--- config.mk ---
export PLATFORM = sky130hd
export DESIGN_NAME = sysex_parameter_update_deframer
export DESIGN_NICKNAME = d
export VERILOG_FILES = /design/src/rtl/spud_pkg.sv /design/src/rtl/spud_front.sv /design/src/rtl/spud_fifo.sv /design/src/rtl/spud_back.sv /design/src/rtl/sysex_parameter_update_deframer.sv
export SDC_FILE = /design/constraint.sdc
export NUM_CORES = 1
export LEC_CHECK = 0
export ABC_CLOCK_PERIOD_IN_PS = 5500
export BUFFER_PORTS_ARGS = -buffer_cell sky130_fd_sc_hd__buf_2
export CAP_MARGIN = 10
export CORE_MARGIN = 3
export CORE_UTILIZATION = 57
export DETAILED_ROUTE_END_ITERATION = 12
export GPL_ROUTABILITY_DRIVEN = 0
export PLACE_DENSITY = 0.74
export SLEW_MARGIN = 20
export SYNTH_ARGS = -nofsm -noshare
export SYNTH_HDL_FRONTEND = slang
export SYNTH_HIERARCHICAL = 1
export SYNTH_SLANG_ARGS = --single-unit
--- constraint.sdc ---
create_clock -name i_clk -period 5.5 [get_ports i_clk]
set_clock_uncertainty 0.15 [all_clocks]
set_input_delay 0.55 -clock i_clk [delete_from_list [all_inputs] [get_ports i_clk]]
set_output_delay 0.55 -clock i_clk [all_outputs]
set_load 0.05 [all_outputs]
--- src/rtl/spud_pkg.sv ---
// Shared types, constants and the frame header table for the SysEx parameter
// update deframer. No dependencies.
package spud_pkg;

    localparam int MAX_UPDATES_DEF = 16;
    localparam int Q_DEPTH         = 4;
    localparam int Q_AW            = $clog2(Q_DEPTH);

    localparam logic [3:0] WATCH_RESET = 4'd3;
    localparam logic [7:0] FRAME_CAP   = 8'd255;
    localparam logic [7:0] HDR_LEN     = 8'd6;

    localparam logic [7:0] SYX_START = 8'hF0;
    localparam logic [7:0] SYX_END   = 8'hF7;
    localparam logic [7:0] RT_MIN    = 8'hF8;

    localparam logic FUNC_BYTE  = 1'b0;
    localparam logic FUNC_CLEAR = 1'b1;

    typedef struct packed {
        logic        clr;
        logic [4:0]  idx;
        logic [11:0] val;
        logic        last;
    } t_cmd;

    function automatic logic [7:0] hdr_byte(input logic [2:0] pos);
        logic [7:0] b;
        unique case (pos)
            3'd0:    b = 8'hF0;
            3'd1:    b = 8'h00;
            3'd2:    b = 8'h20;
            3'd3:    b = 8'h0D;
            3'd4:    b = 8'h71;
            3'd5:    b = 8'h01;
            default: b = 8'h00;
        endcase
        return b;
    endfunction

endpackage

--- src/rtl/spud_front.sv ---
// Front end: accepts MIDI bytes and clear commands, parses frames, holds
// watched updates in a small memory and drains them into the queue. Uses spud_pkg.
module spud_front #(
    parameter int MAX_UPDATES = spud_pkg::MAX_UPDATES_DEF
) (
    input  logic              i_clk,
    input  logic              i_rst_n,
    input  logic              i_valid,
    output logic              o_stall,
    input  logic              i_func,
    input  logic [7:0]        i_data_byte,
    input  logic              i_cfg_wr_en,
    input  logic [3:0]        i_cfg_wr_data,
    output logic              o_push,
    output spud_pkg::t_cmd    o_push_data,
    input  logic              i_q_full
);
    import spud_pkg::*;

    localparam int CW = $clog2(MAX_UPDATES + 1);
    localparam int AW = (MAX_UPDATES > 1) ? $clog2(MAX_UPDATES) : 1;

    localparam logic [1:0] ST_PARSE = 2'd0;
    localparam logic [1:0] ST_RD    = 2'd1;
    localparam logic [1:0] ST_PUSH  = 2'd2;

    logic [1:0]    r_state, n_state;
    logic [7:0]    r_len, n_len;
    logic          r_hg, n_hg;
    logic          r_ovf, n_ovf;
    logic          r_stop, n_stop;
    logic [13:0]   r_trip, n_trip;
    logic [1:0]    r_pos, n_pos;
    logic [CW-1:0] r_cnt, n_cnt;
    logic [CW-1:0] r_rd_idx, n_rd_idx;
    logic [CW-1:0] r_drain_cnt, n_drain_cnt;
    logic [3:0]    r_watch;
    logic [16:0]   r_rd_data;
    logic [16:0]   r_mem [MAX_UPDATES];

    logic          acc, is_clear, is_start, is_end;
    logic [7:0]    b_len;
    logic          b_hg, b_ovf, b_stop;
    logic [13:0]   b_trip;
    logic [1:0]    b_pos;
    logic [CW-1:0] b_cnt;
    logic          wr_en, rd_en, frame_ok, drain_last;
    logic [AW-1:0] wr_addr;
    logic [16:0]   wr_data;
    logic [6:0]    trip_b0, trip_b1;

    assign o_stall  = (r_state != ST_PARSE) || i_q_full;
    assign acc      = i_valid && !o_stall;
    assign is_clear = (i_func == FUNC_CLEAR);
    assign is_start = (i_data_byte == SYX_START);
    assign is_end   = (i_data_byte == SYX_END);
    assign trip_b0  = r_trip[13:7];
    assign trip_b1  = r_trip[6:0];

    assign b_len  = is_start ? 8'd0 : r_len;
    assign b_hg   = is_start ? 1'b0 : r_hg;
    assign b_ovf  = is_start ? 1'b0 : r_ovf;
    assign b_stop = is_start ? 1'b0 : r_stop;
    assign b_trip = is_start ? 14'd0 : r_trip;
    assign b_pos  = is_start ? 2'd0 : r_pos;
    assign b_cnt  = is_start ? '0 : r_cnt;

    assign drain_last = ((r_rd_idx + CW'(1)) == r_drain_cnt);
    assign rd_en      = (r_state == ST_RD);

    always_comb begin
        n_state     = r_state;
        n_len       = r_len;
        n_hg        = r_hg;
        n_ovf       = r_ovf;
        n_stop      = r_stop;
        n_trip      = r_trip;
        n_pos       = r_pos;
        n_cnt       = r_cnt;
        n_rd_idx    = r_rd_idx;
        n_drain_cnt = r_drain_cnt;
        wr_en       = 1'b0;
        wr_addr     = b_cnt[AW-1:0];
        wr_data     = {trip_b0[2:0], trip_b1[6:5], trip_b1[4:0], i_data_byte[6:0]};
        frame_ok    = 1'b0;
        o_push      = 1'b0;
        o_push_data = '{clr: 1'b0, idx: r_rd_data[16:12], val: r_rd_data[11:0],
                        last: drain_last};

        unique case (r_state)
            ST_PARSE: begin
                if (acc && is_clear) begin
                    o_push      = 1'b1;
                    o_push_data = '{clr: 1'b1, idx: 5'd0, val: 12'd0, last: 1'b0};
                end else if (acc && i_data_byte < RT_MIN) begin
                    n_len  = b_len;
                    n_hg   = b_hg;
                    n_ovf  = b_ovf;
                    n_stop = b_stop;
                    n_trip = b_trip;
                    n_pos  = b_pos;
                    n_cnt  = b_cnt;
                    if (!b_ovf) begin
                        if (b_len != FRAME_CAP) begin
                            if (b_len == 8'd0) begin
                                n_hg = is_start;
                            end else if (b_len < HDR_LEN) begin
                                n_hg = b_hg && (i_data_byte == hdr_byte(b_len[2:0]));
                            end else if (!is_end) begin
                                n_pos = (b_pos == 2'd2) ? 2'd0 : b_pos + 2'd1;
                                if (!b_stop) begin
                                    if (i_data_byte[7]) begin
                                        n_stop = 1'b1;
                                    end else if (b_pos != 2'd2) begin
                                        n_trip = {b_trip[6:0], i_data_byte[6:0]};
                                    end else if (trip_b0[6:3] == r_watch &&
                                                 b_cnt < CW'(MAX_UPDATES)) begin
                                        wr_en = 1'b1;
                                        n_cnt = b_cnt + CW'(1);
                                    end
                                end
                            end
                            n_len = b_len + 8'd1;
                        end else begin
                            n_ovf = 1'b1;
                            n_len = 8'd0;
                        end
                    end
                    if (is_end) begin
                        frame_ok = !n_ovf && n_hg && (b_len >= HDR_LEN) && (b_pos == 2'd0);
                        if (frame_ok && b_cnt != '0) begin
                            n_state     = ST_RD;
                            n_rd_idx    = '0;
                            n_drain_cnt = b_cnt;
                        end
                        n_len  = 8'd0;
                        n_hg   = 1'b0;
                        n_ovf  = 1'b0;
                        n_stop = 1'b0;
                        n_trip = 14'd0;
                        n_pos  = 2'd0;
                        n_cnt  = '0;
                    end
                end
            end
            ST_RD: begin
                n_state = ST_PUSH;
            end
            ST_PUSH: begin
                o_push = 1'b1;
                if (!i_q_full) begin
                    n_rd_idx = r_rd_idx + CW'(1);
                    n_state  = drain_last ? ST_PARSE : ST_RD;
                end
            end
            default: begin
                n_state = ST_PARSE;
            end
        endcase
    end

    always_ff @(posedge i_clk) begin
        if (!i_rst_n) begin
            r_state     <= ST_PARSE;
            r_len       <= 8'd0;
            r_hg        <= 1'b0;
            r_ovf       <= 1'b0;
            r_stop      <= 1'b0;
            r_trip      <= 14'd0;
            r_pos       <= 2'd0;
            r_cnt       <= '0;
            r_rd_idx    <= '0;
            r_drain_cnt <= '0;
            r_watch     <= WATCH_RESET;
        end else begin
            r_state     <= n_state;
            r_len       <= n_len;
            r_hg        <= n_hg;
            r_ovf       <= n_ovf;
            r_stop      <= n_stop;
            r_trip      <= n_trip;
            r_pos       <= n_pos;
            r_cnt       <= n_cnt;
            r_rd_idx    <= n_rd_idx;
            r_drain_cnt <= n_drain_cnt;
            if (i_cfg_wr_en) begin
                r_watch <= i_cfg_wr_data;
            end
        end
    end

    always_ff @(posedge i_clk) begin
        if (wr_en) begin
            r_mem[wr_addr] <= wr_data;
        end
        if (rd_en) begin
            r_rd_data <= r_mem[r_rd_idx[AW-1:0]];
        end
    end

endmodule

--- src/rtl/spud_fifo.sv ---
// Short command queue between the front end and the update back end.
// Uses spud_pkg for the command type and depth.
module spud_fifo (
    input  logic              i_clk,
    input  logic              i_rst_n,
    input  logic              i_push,
    input  spud_pkg::t_cmd    i_push_data,
    output logic              o_full,
    input  logic              i_pop,
    output spud_pkg::t_cmd    o_pop_data,
    output logic              o_empty
);
    import spud_pkg::*;

    logic [Q_AW-1:0] r_wr_ptr, r_rd_ptr;
    logic [Q_AW:0]   r_count;
    t_cmd            r_mem [Q_DEPTH];

    assign o_full     = (r_count == (Q_AW + 1)'(Q_DEPTH));
    assign o_empty    = (r_count == '0);
    assign o_pop_data = r_mem[r_rd_ptr];

    always_ff @(posedge i_clk) begin
        if (!i_rst_n) begin
            r_wr_ptr <= '0;
            r_rd_ptr <= '0;
            r_count  <= '0;
        end else begin
            if (i_push) begin
                r_wr_ptr <= r_wr_ptr + Q_AW'(1);
            end
            if (i_pop) begin
                r_rd_ptr <= r_rd_ptr + Q_AW'(1);
            end
            if (i_push && !i_pop) begin
                r_count <= r_count + (Q_AW + 1)'(1);
            end else if (i_pop && !i_push) begin
                r_count <= r_count - (Q_AW + 1)'(1);
            end
        end
    end

    always_ff @(posedge i_clk) begin
        if (i_push) begin
            r_mem[r_wr_ptr] <= i_push_data;
        end
    end

endmodule

--- src/rtl/spud_back.sv ---
// Back end: pops queued commands, keeps the seen mask and drives the
// registered result channel. Uses spud_pkg.
module spud_back (
    input  logic              i_clk,
    input  logic              i_rst_n,
    input  spud_pkg::t_cmd    i_cmd,
    input  logic              i_empty,
    output logic              o_pop,
    output logic              o_valid,
    input  logic              i_stall,
    output logic [4:0]        o_param_index,
    output logic signed [11:0] o_param_value,
    output logic [31:0]       o_seen_mask,
    output logic              o_last
);
    import spud_pkg::*;

    logic        r_ovalid;
    logic [31:0] r_mask, n_mask;
    logic [4:0]  r_idx;
    logic [11:0] r_val;
    logic [31:0] r_omask;
    logic        r_last;

    assign o_pop  = !i_empty && (!r_ovalid || !i_stall);
    assign n_mask = r_mask | (32'd1 << i_cmd.idx);

    always_ff @(posedge i_clk) begin
        if (!i_rst_n) begin
            r_ovalid <= 1'b0;
            r_mask   <= 32'd0;
        end else begin
            if (o_pop && !i_cmd.clr) begin
                r_ovalid <= 1'b1;
            end else if (!i_stall) begin
                r_ovalid <= 1'b0;
            end
            if (o_pop) begin
                r_mask <= i_cmd.clr ? 32'd0 : n_mask;
            end
        end
    end

    always_ff @(posedge i_clk) begin
        if (o_pop && !i_cmd.clr) begin
            r_idx   <= i_cmd.idx;
            r_val   <= i_cmd.val;
            r_omask <= n_mask;
            r_last  <= i_cmd.last;
        end
    end

    assign o_valid       = r_ovalid;
    assign o_param_index = r_idx;
    assign o_param_value = $signed(r_val);
    assign o_seen_mask   = r_omask;
    assign o_last        = r_last;

endmodule

--- src/rtl/sysex_parameter_update_deframer.sv ---
// SysEx parameter update deframer, top level: front end, command queue, back end.
// Depends on spud_pkg, spud_front, spud_fifo, spud_back.
// Each byte or clear command is taken in one cycle while no frame is draining
// and the queue has room. A frame-ending F7 that releases updates stalls the
// input while they drain (one pending-memory read and one queue push per
// update, the push waiting while the queue is full).
// Synchronous active-low reset clears frame state, queue, seen mask and output
// valid, and sets the watched address to 3; the pending memory is not cleared.
module sysex_parameter_update_deframer #(
    parameter int MAX_UPDATES = spud_pkg::MAX_UPDATES_DEF
) (
    input  logic              i_clk,
    input  logic              i_rst_n,
    input  logic              i_valid,
    output logic              o_stall,
    input  logic              i_func,
    input  logic [7:0]        i_data_byte,
    input  logic              i_cfg_wr_en,
    input  logic [3:0]        i_cfg_wr_data,
    output logic              o_valid,
    input  logic              i_stall,
    output logic [4:0]        o_param_index,
    output logic signed [11:0] o_param_value,
    output logic [31:0]       o_seen_mask,
    output logic              o_last
);
    import spud_pkg::*;

    logic q_push, q_full, q_pop, q_empty;
    t_cmd q_in, q_out;

    spud_front #(.MAX_UPDATES(MAX_UPDATES)) u_front (
        .i_clk         (i_clk),
        .i_rst_n       (i_rst_n),
        .i_valid       (i_valid),
        .o_stall       (o_stall),
        .i_func        (i_func),
        .i_data_byte   (i_data_byte),
        .i_cfg_wr_en   (i_cfg_wr_en),
        .i_cfg_wr_data (i_cfg_wr_data),
        .o_push        (q_push),
        .o_push_data   (q_in),
        .i_q_full      (q_full)
    );

    spud_fifo u_fifo (
        .i_clk       (i_clk),
        .i_rst_n     (i_rst_n),
        .i_push      (q_push && !q_full),
        .i_push_data (q_in),
        .o_full      (q_full),
        .i_pop       (q_pop),
        .o_pop_data  (q_out),
        .o_empty     (q_empty)
    );

    spud_back u_back (
        .i_clk         (i_clk),
        .i_rst_n       (i_rst_n),
        .i_cmd         (q_out),
        .i_empty       (q_empty),
        .o_pop         (q_pop),
        .o_valid       (o_valid),
        .i_stall       (i_stall),
        .o_param_index (o_param_index),
        .o_param_value (o_param_value),
        .o_seen_mask   (o_seen_mask),
        .o_last        (o_last)
    );

    a_clear_needs_room: assert property (@(posedge i_clk) disable iff (!i_rst_n)
        (i_valid && !o_stall) |-> !q_full)
        else $error("input transfer taken while queue full");

    a_pop_not_empty: assert property (@(posedge i_clk) disable iff (!i_rst_n)
        q_pop |-> !q_empty)
        else $error("queue popped while empty");

    a_mask_has_index: assert property (@(posedge i_clk) disable iff (!i_rst_n)
        o_valid |-> o_seen_mask[o_param_index])
        else $error("result seen mask lacks its own index");

endmodule

==> reports/results.txt, run 1 <==
Layout cell share with drive strength beyond 1 = 24.2%
# H-tree levels = 2
Num CTS Buffers = 49
Crit-path leading delay family = simple AND/OR/NAND/NOR gates
Inserted Diodes = 0
Initial core utilization = 58.1%
Total Routing Usage GR = 21.9%
RSZ-0062 raised after global routing = no
Worst-case clock buffer depth = 3
Hold path depth = 3
Register area share after synthesis = 70.5%
CP max FO = 23
Post-CTS resize count = 0
Most used cell, CP = nor2_1
Setup crit end kind = register
CP peak stage delay = 580 ps
Max-slew violations = 0
Drt wl/cell = 23.3 um
Crit path DAT = 4430 ps
TritonCTS clock tree = built
Total of max-cap violations = 0
Root Driver = clkbuf_16
Synth unique cells = 79
Vias in the first global route = 11,060
# fillers = 2,325
EDFF count, synth = 415
First-pass GRT wire length = 64.1 mm
Die Height = 194 um
# DRC = 0
Wirelength, routed = 40.9 mm
Final #Nets = 1,298
Via density = 6.19
Final Util = 65.8%
Congestion Overflow GR = 0
Relative slew slack = 29.7%
Worst-path clk slew = 60 ps
Placed wire-length estimate = 24.8 mm
Period utilisation layout = 74.4%
Highest Clock Rate = 244 MHz
# clock sinks = 505
Layout Area Growth over Synthesis = 13.2%
Post-synth top flop = edfxtp_1
Port bufs = 69
CTS Hold Buffers Added = 0
Worst Reg-to-Reg Cells = 12
Post-Syn Area = 0.0202 mm2
Worst-path cell chain = buf_2 > nand4_1 > nor2_1 > nor2_1 > ha_1 > nand2b_1 > a2111oi_0 > o32ai_1 > o31ai_2 > and3_1 > mux2i_1
PD cells = 419 mW/mm2
Horiz. Die Dim = 194 um
Cell count after synthesis = 1,173
# IOs = 70
Worst path slowest cell = nor2_1
Tmin final = 4090 ps
Synthesized Nets = 1,209
Worst R2R Start = u_fifo/r_count[0]
FF+latch count, synth = 505
Async set-reset flop share out of synthesis = 0%
DRT iter0 DRCs = 916
Full die area = 0.0378 mm2
Most frequent cells in the layout = edfxtp_1, mux4_2, dfxtp_1
Clk Latency, worst-skew pair = 560 ps
Critical path buffer and inverter count = 1
Number of antenna violations at the first check in global routing = 2
Row count = 68
Core area = 0.0348 mm2
Setup repair bufs after CTS = 0
Worst-margin pin slew = 1040 ps
Mapped Avg Cell Area = 17.2 um2
Pre-Repair DR Iteration Count = 5
Hold path endpoint = u_front/r_watch[1]
Worst R2R End = u_fifo/r_count[2]
Final setup viols = 0
Post-route ant nets = 0
Critical Path RT = 5840 ps
Static leakage = 7.87 nW
Setup TNS = 0 ps
Total number of vias = 10,886
Crit Path Category = in2reg
Hold path start = i_cfg_wr_data[1]
Peak supply drop = 0.336 mV
Worst setup SP type = input port
Hold Path Class = in2reg
Final hold vios = 0
Most common cell after layout, fill and taps aside = edfxtp_1
R2R Setup Slk = 1670 ps
Yosys Warn Count = 6
Largest net degree at the start of global routing = 69
Status = completed
## worst max-delay path by stage
stage                   startpoint                     end  slack [ps]  cells after the start
floorplan           i_data_byte[2]    u_front/r_mem[11][0]        1010                     14
global placement    i_data_byte[2]    u_front/r_mem[6][10]        1240                     12
CTS                 i_data_byte[5]  u_front/r_drain_cnt[0]        1620                     11
detailed placement  i_data_byte[5]  u_front/r_drain_cnt[1]        1060                     11
global route        i_data_byte[5]  u_front/r_drain_cnt[2]        1100                     11
finish              i_data_byte[5]  u_front/r_drain_cnt[0]        1410                     11
## cell usage after synthesis (4+ instances only)
cell | instances | share of area [%]
xor2_1 | 7 | 0.30
nand2_1 | 39 | 0.72
a31oi_1 | 26 | 0.80
mux2i_1 | 13 | 0.64
nand2b_1 | 6 | 0.19
ha_1 | 17 | 1.1
and3b_1 | 4 | 0.17
xnor2_1 | 12 | 0.52
dfxtp_1 | 90 | 8.9
mux4_1 | 9 | 1.2
nor4_1 | 5 | 0.15
a22oi_1 | 17 | 0.63
clkbuf_1 | 36 | 0.67
or3_1 | 6 | 0.19
nand3_1 | 20 | 0.49
nor2_1 | 66 | 1.2
buf_2 | 19 | 0.47
nand3b_1 | 4 | 0.15
and2_1 | 31 | 0.96
edfxtp_1 | 415 | 62
nor3_1 | 16 | 0.40
mux4_2 | 95 | 11
a21oi_1 | 19 | 0.47
nor3b_1 | 10 | 0.37
a21o_1 | 30 | 1.1
o21ai_0 | 14 | 0.35
nor2b_1 | 32 | 0.99
inv_1 | 21 | 0.39
nand4_1 | 6 | 0.19
a21boi_0 | 8 | 0.30
## through the flow
step / area (um2) / hold WS [ps] / setup WS [ps] / cells / power [mW]
final: 22900 / 61.4 / 1410 / 1758 / 9.59
after detailed placement: 21100 / 306 / 1060 / 1666 / 6.14
after global routing: 22900 / 81.4 / 1100 / 1758 / 9.95
after global placement: 21100 / 297 / 1240 / 1666 / 6.11
after CTS: 22900 / 42.4 / 1620 / 1758 / 9.68
after floorplan: 20200 / 289 / 1010 / 1173 / 5.81
## kinds of logic after synthesis
logic type / share of synthesized area [%]
flops: 70.5
simple gates: 7.45
compound gates: 5.70
mux: 12.5
buf+inv: 1.85
xor+xnor: 0.823
fa+ha+maj: 1.15
## flip-flops by register name (all words and copies together), names as in the netlist, 4 cells and up, named ones only
signal / flops
u_front/r_cnt: 5
u_front/r_trip: 14
u_front/r_drain_cnt: 5
u_front/r_mem: 272
u_front/r_rd_idx: 5
u_front/r_rd_data: 17
u_front/r_watch: 4
u_back/o_seen_mask: 32
u_fifo/r_mem: 76
u_back/o_param_index: 5
u_front/r_len: 8
u_back/o_param_value: 12
u_back/r_mask: 32
## cell type report
cell class	count	area [um2]	share of cell area, %
tap	455	569	2.49
sequential	505	14300	62.3
clock buffer	72	1450	6.31
timing repair buffer	99	571	2.49
multi-input combinational	586	5660	24.7
clock inverter	20	299	1.31
inverter	21	78.8	0.344
## tightest hold or removal path, stage by stage
cell	delay (ps)
buf_2	80
mux2i_1	50
nand2_1	50
## power by group
| part | switching [mW] | internal (mW) |
|---|---|---|
| sequential | 0.0986 | 4.41 |
| clock | 1.34 | 2.19 |
| combinational | 1.12 | 0.431 |
| total | 2.57 | 7.03 |
## per-layer routing
| layer | track usage, % | vias up | routed length (um) |
|---|---|---|---|
| met5 | 0 | - | 13 |
| met4 | 6.81 | 2 | 1100 |
| met3 | 3.78 | 87 | 2590 |
| met2 | 36.9 | 425 | 20700 |
| met1 | 29.5 | 5530 | 16500 |
| li1 | - | 4842 | - |
Power figures use the tool's default switching activity.
==> run 2: changes to the inputs <==
ABC_AREA = 1   (was not set)
ABC_CLOCK_PERIOD_IN_PS = 4200   (was 5500)
clock period = 4.2 ns   (was 5.5 ns; I/O delays follow)
==> reports/results.txt, run 2 <==
CP max FO = 30
Total number of vias = 14,641
Power share of the combinational group = 21.3%
Async set-reset flop share out of synthesis = 0%
# DRC = 0
Wirelength, routed = 48.0 mm
Setup repair bufs after CTS = 0
Clock power frac = 34.4%
Total Routing Usage GR = 24.3%
DRT iter0 DRCs = 1,569
Worst-case clock buffer depth = 3
Mapped Avg Cell Area = 11.0 um2
Largest net degree at the start of global routing = 88
Port bufs = 69
Pre-Repair DR Iteration Count = 5
Post-Syn Area = 0.0210 mm2
Int Pwr = 9.25 mW
Final setup viols = 0
Core area = 0.0359 mm2
Tmin final = 3200 ps
Post-CTS resize count = 0
PD cells = 569 mW/mm2
# IOs = 70
Inserted Diodes = 0
Largest registers = u_front/r_mem x272, u_fifo/r_mem x76
Register area share after synthesis = 68.0%
Pwr Total = 13.5 mW
Crit path DAT = 3360 ps
First-pass GRT wire length = 74.9 mm
Flip-flop and latch area = 0.0143 mm2
Area share of the largest cell type after synthesis = 59.4%
Setup crit end kind = register
Most frequent cell after synthesis = edfxtp_1
Drt wl/cell = 19.2 um
Synthesized Nets = 1,945
Clk Latency, worst-skew pair = 600 ps
R2R Setup Slk = 1000 ps
Worst-path cell chain = nor3_1 > inv_1 > nand3_1 > a21oi_1 > nand2_1 > nor2_2 > buf_4 > nand2_1 > inv_1 > nand2_1 > nor2_2 > buf_12
Crit-path leading delay family = simple AND/OR/NAND/NOR gates
Layout cell share with drive strength beyond 1 = 13.4%
CTS Hold Buffers Added = 8
Root Driver = clkbuf_16
Switching Share = 31.4%
FF+latch count, synth = 505
Congestion Overflow GR = 0
Final #Nets = 2,028
# H-tree levels = 2
Total of max-cap violations = 0
Most frequent cells in the layout = edfxtp_1, nor2_1, nand2_1
# fillers = 2,569
Sequential share of power = 44.4%
Vias in the first global route = 14,027
Cell count after synthesis = 1,909
Worst-path clk slew = 60 ps
Full die area = 0.0391 mm2
Post-synth top flop = edfxtp_1
RSZ-0062 raised after global routing = no
# clock sinks = 505
Hold Path Class = in2reg
Placed wire-length estimate = 29.1 mm
Worst setup SP type = register
Initial core utilization = 58.4%
Period utilisation layout = 76.2%
TritonCTS clock tree = built
Yosys Warn Count = 6
Via density = 5.87
Relative slew slack = 30.3%
Hold_ws = 72.6 ps
Status = completed
Layout Area Growth over Synthesis = 13.0%
Synth unique cells = 47
Horiz. Die Dim = 198 um
EDFF count, synth = 415
Setup TNS = 0 ps
Num CTS Buffers = 50
Most used cell, CP = nand2_1
Critical path buffer and inverter count = 4
Worst-margin pin slew = 1040 ps
Max FFs per register = 272
Highest Clock Rate = 312 MHz
CP peak stage delay = 410 ps
Most common cell after layout, fill and taps aside = edfxtp_1
Worst path slowest cell = dfxtp_1
Crit Path Category = reg2reg
Max-slew violations = 0
Die Height = 198 um
Biggest register = u_front/r_mem
Row count = 69
Area of the multi-input gates = 0.00567 mm2
Top cell types by occurrence after synthesis = edfxtp_1, nor2_1, nand2_1, o21ai_0, inv_1
Static leakage = 8.48 nW
Area leader, netlist = edfxtp_1
Critical Path RT = 4350 ps
Peak supply drop = 0.451 mV
Final Util = 66.0%
Final hold vios = 0
Post-route ant nets = 0
Number of antenna violations at the first check in global routing = 1
Synth area leaders = edfxtp_1, dfxtp_1, nor2_1
Net Sw Power = 4.23 mW
[run 2: power groups by stage]
| stage | clock [mW] | sequential [mW] | combinational, mW |
|---|---|---|---|
| 2_1_floorplan | 0 | 7.00 | 1.30 |
| 3_3_place_gp | 0 | 6.08 | 2.81 |
| 3_5_place_dp | 0 | 6.09 | 2.85 |
| 4_1_cts | 4.70 | 5.99 | 2.87 |
| 5_1_grt | 4.89 | 6.01 | 3.11 |
| 6_report | 4.63 | 5.98 | 2.87 |
[run 2: worst paths after layout]
check	start	endpoint	cells after the start
setup / recovery	u_fifo/r_count[0]	u_front/r_mem[1][10]	12
hold / removal	i_stall	u_back/o_valid	5
setup reg to reg	u_fifo/r_count[0]	u_front/r_mem[1][10]	12
hold reg to reg	u_fifo/r_rd_ptr[1]	register	1
[run 2: worst register-to-register path: stages (launching register included)]
cell and delay [ps]:
dfxtp_1 410, nor3_1 150, inv_1 110, nand3_1 190, a21oi_1 340, nand2_1 140
nor2_2 120, buf_4 310, nand2_1 170, inv_1 130, nand2_1 170, nor2_2 340
buf_12 210
[run 2: final cells by class]
cell class,count,area share [%]
repair buffers,128,3.57
inverters,161,2.57
clock buffers,59,5.42
clock inverters,34,1.85
flip-flops and latches,505,60.2
well taps,461,2.43
multi-input cells,1146,23.9
[run 2: logic make-up (layout without fill, tap and decap cells)]
family	Yosys count	count (layout)	share of synthesized area, %
adders and majority gates	18	18	1.11
buffers and inverters	258	382	5.11
AOI/OAI and AO/OA	404	404	10.7
and+or+nand+nor	710	710	14.4
DFF	505	505	68.0
xor gates and xnor gates	14	14	0.585
[run 2: per-layer routing]
metal | up-vias | GRT usage, % | share of wire [%] | wire length [um]
met5 | - | 0 | 0 | 0
li1 | 6804 | - | - | -
met3 | 117 | 3.68 | 8.3 | 3990
met4 | 0 | 8.47 | 3.2 | 1530
met1 | 7042 | 33.1 | 40 | 19100
met2 | 678 | 40.5 | 49 | 23300
[run 2: stage by stage]
| step | cell area, um2 | setup slack, ps | cells |
|---|---|---|---|
| floorplan | 21000 | 442 | 1909 |
| global placement | 21900 | 586 | 2393 |
| detailed placement | 21900 | 467 | 2393 |
| CTS | 23700 | 1050 | 2494 |
| global route | 23700 | 737 | 2494 |
| finish | 23700 | 998 | 2494 |
==> run 3: changes to the inputs <==
ABC_AREA = 0   (was 1)
ABC_CLOCK_PERIOD_IN_PS = 3100   (was 4200)
clock period = 3.1 ns   (was 4.2 ns; I/O delays follow)
==> reports/results.txt, run 3 (synthesis gave the netlist of run 1 again) <==
Core area = 0.0348 mm2
First-pass GRT wire length = 65.7 mm
Num CTS Buffers = 49
CP max FO = 4
Hold_ws = 65.2 ps
Worst-case clock buffer depth = 3
DRT iter0 DRCs = 952
Setup TNS = 0 ps
Highest Clock Rate = 355 MHz
Period utilisation layout = 90.9%
Worst setup SP type = register
Largest net degree at the start of global routing = 73
Biggest register = u_front/r_mem
Clk Latency, worst-skew pair = 570 ps
Inserted Diodes = 0
Crit Path Category = reg2reg
Final setup viols = 0
# DRC = 0
Pwr Total = 16.4 mW
Row count = 68
# clock sinks = 505
Initial core utilization = 58.1%
Drt wl/cell = 23.0 um
PD cells = 700 mW/mm2
Peak supply drop = 0.626 mV
Placed cell area = 0.0218 mm2
Max-slew violations = 0
Final worst slack = 282 ps
Largest registers = u_front/r_mem x272, u_fifo/r_mem x76
Pre-Repair DR Iteration Count = 5
Horiz. Die Dim = 194 um
Most frequent cells in the layout = edfxtp_1, mux4_2, dfxtp_1
Post-placement setup slack = -183 ps
Non-filler cells in the finished layout = 1,822
Wirelength, routed = 41.9 mm
Setup crit end kind = register
Number of antenna violations at the first check in global routing = 1
Layout Area Growth over Synthesis = 16.2%
Most common cell after layout, fill and taps aside = edfxtp_1
Full die area = 0.0378 mm2
Post-route ant nets = 0
# H-tree levels = 2
Max FFs per register = 272
Relative slew slack = 31.4%
Final hold vios = 0
Total number of vias = 11,116
Static leakage = 8.10 nW
# IOs = 70
Layout cell share with drive strength beyond 1 = 27.4%
Root Driver = clkbuf_16
Status = completed
TritonCTS clock tree = built
Critical Path RT = 3420 ps
Hold Path Class = in2reg
Worst-margin pin slew = 1020 ps
Final #Nets = 1,363
Placed wire-length estimate = 25.3 mm
Final Util = 67.5%
Die Height = 194 um
RSZ-0062 raised after global routing = no
Finished layout cell area = 0.0235 mm2
Total of max-cap violations = 0
Via density = 6.10
Total Routing Usage GR = 22.3%
Port bufs = 69
Vias in the first global route = 11,383
Congestion Overflow GR = 0
Worst-path clk slew = 60 ps
Tmin final = 2820 ps
Placed Cells = 1,718
Crit path DAT = 3140 ps
==> run 3: cell type report <==
type	count	area (um2)
Tap cell	455	569
Clock buffer	75	1360
Inverter	21	78.8
Sequential cell	505	14300
Multi-Input combinational cell	586	5810
Timing Repair Buffer	164	1260
Fill cell	2273	11300
Clock inverter	16	145
==> run 3: power breakdown <==
| part | switching [mW] | internal (mW) |
|---|---|---|
| combinational | 2.03 | 0.864 |
| clock | 2.44 | 3.13 |
| sequential | 0.170 | 7.81 |
| total | 4.64 | 11.8 |
==> run 3: path summary, 6_finish.rpt <==
path / startpoint / endpoint / slack (ps) / cells after the start
setup / recovery: u_fifo/r_count[0] / u_fifo/r_count[2] / 280 / 11
hold / removal: i_data_byte[7] / u_front/r_stop / 70 / 4
hold reg to reg: u_back/r_mask[7] / u_back/r_mask[7] / 320 / 2
setup reg to reg: u_fifo/r_count[0] / u_fifo/r_count[2] / 280 / 11
==> run 3: metal layers <==
layer / share of wire, % / wire [um] / track usage [%]
met1: 40 / 16700 / 30.4
met2: 50 / 21000 / 37.5
met3: 7.3 / 3070 / 4.02
met4: 2.6 / 1110 / 6.86
met5: 0.026 / 11 / 0
==> run 3: critical path, cell delays in order (launching register included) <==
cell      delay [ps]
dfxtp_1          410
nor3b_1          120
nor3_2           170
nand3_1          170
a21oi_1          180
nor2b_4          170
ha_1             190
inv_1             70
fa_1             380
xor2_1           180
or3_1            320
a21boi_0         220
==> run 3: what timing repair did <==
action / 4_1_cts / 5_1_grt
setup endpoints to repair: 0 / 216
hold buffers: 10 / 1
buffers inserted: 0 / 3
gates resized for setup: 0 / 20
endpoints found under the hold margin: 6 / 1
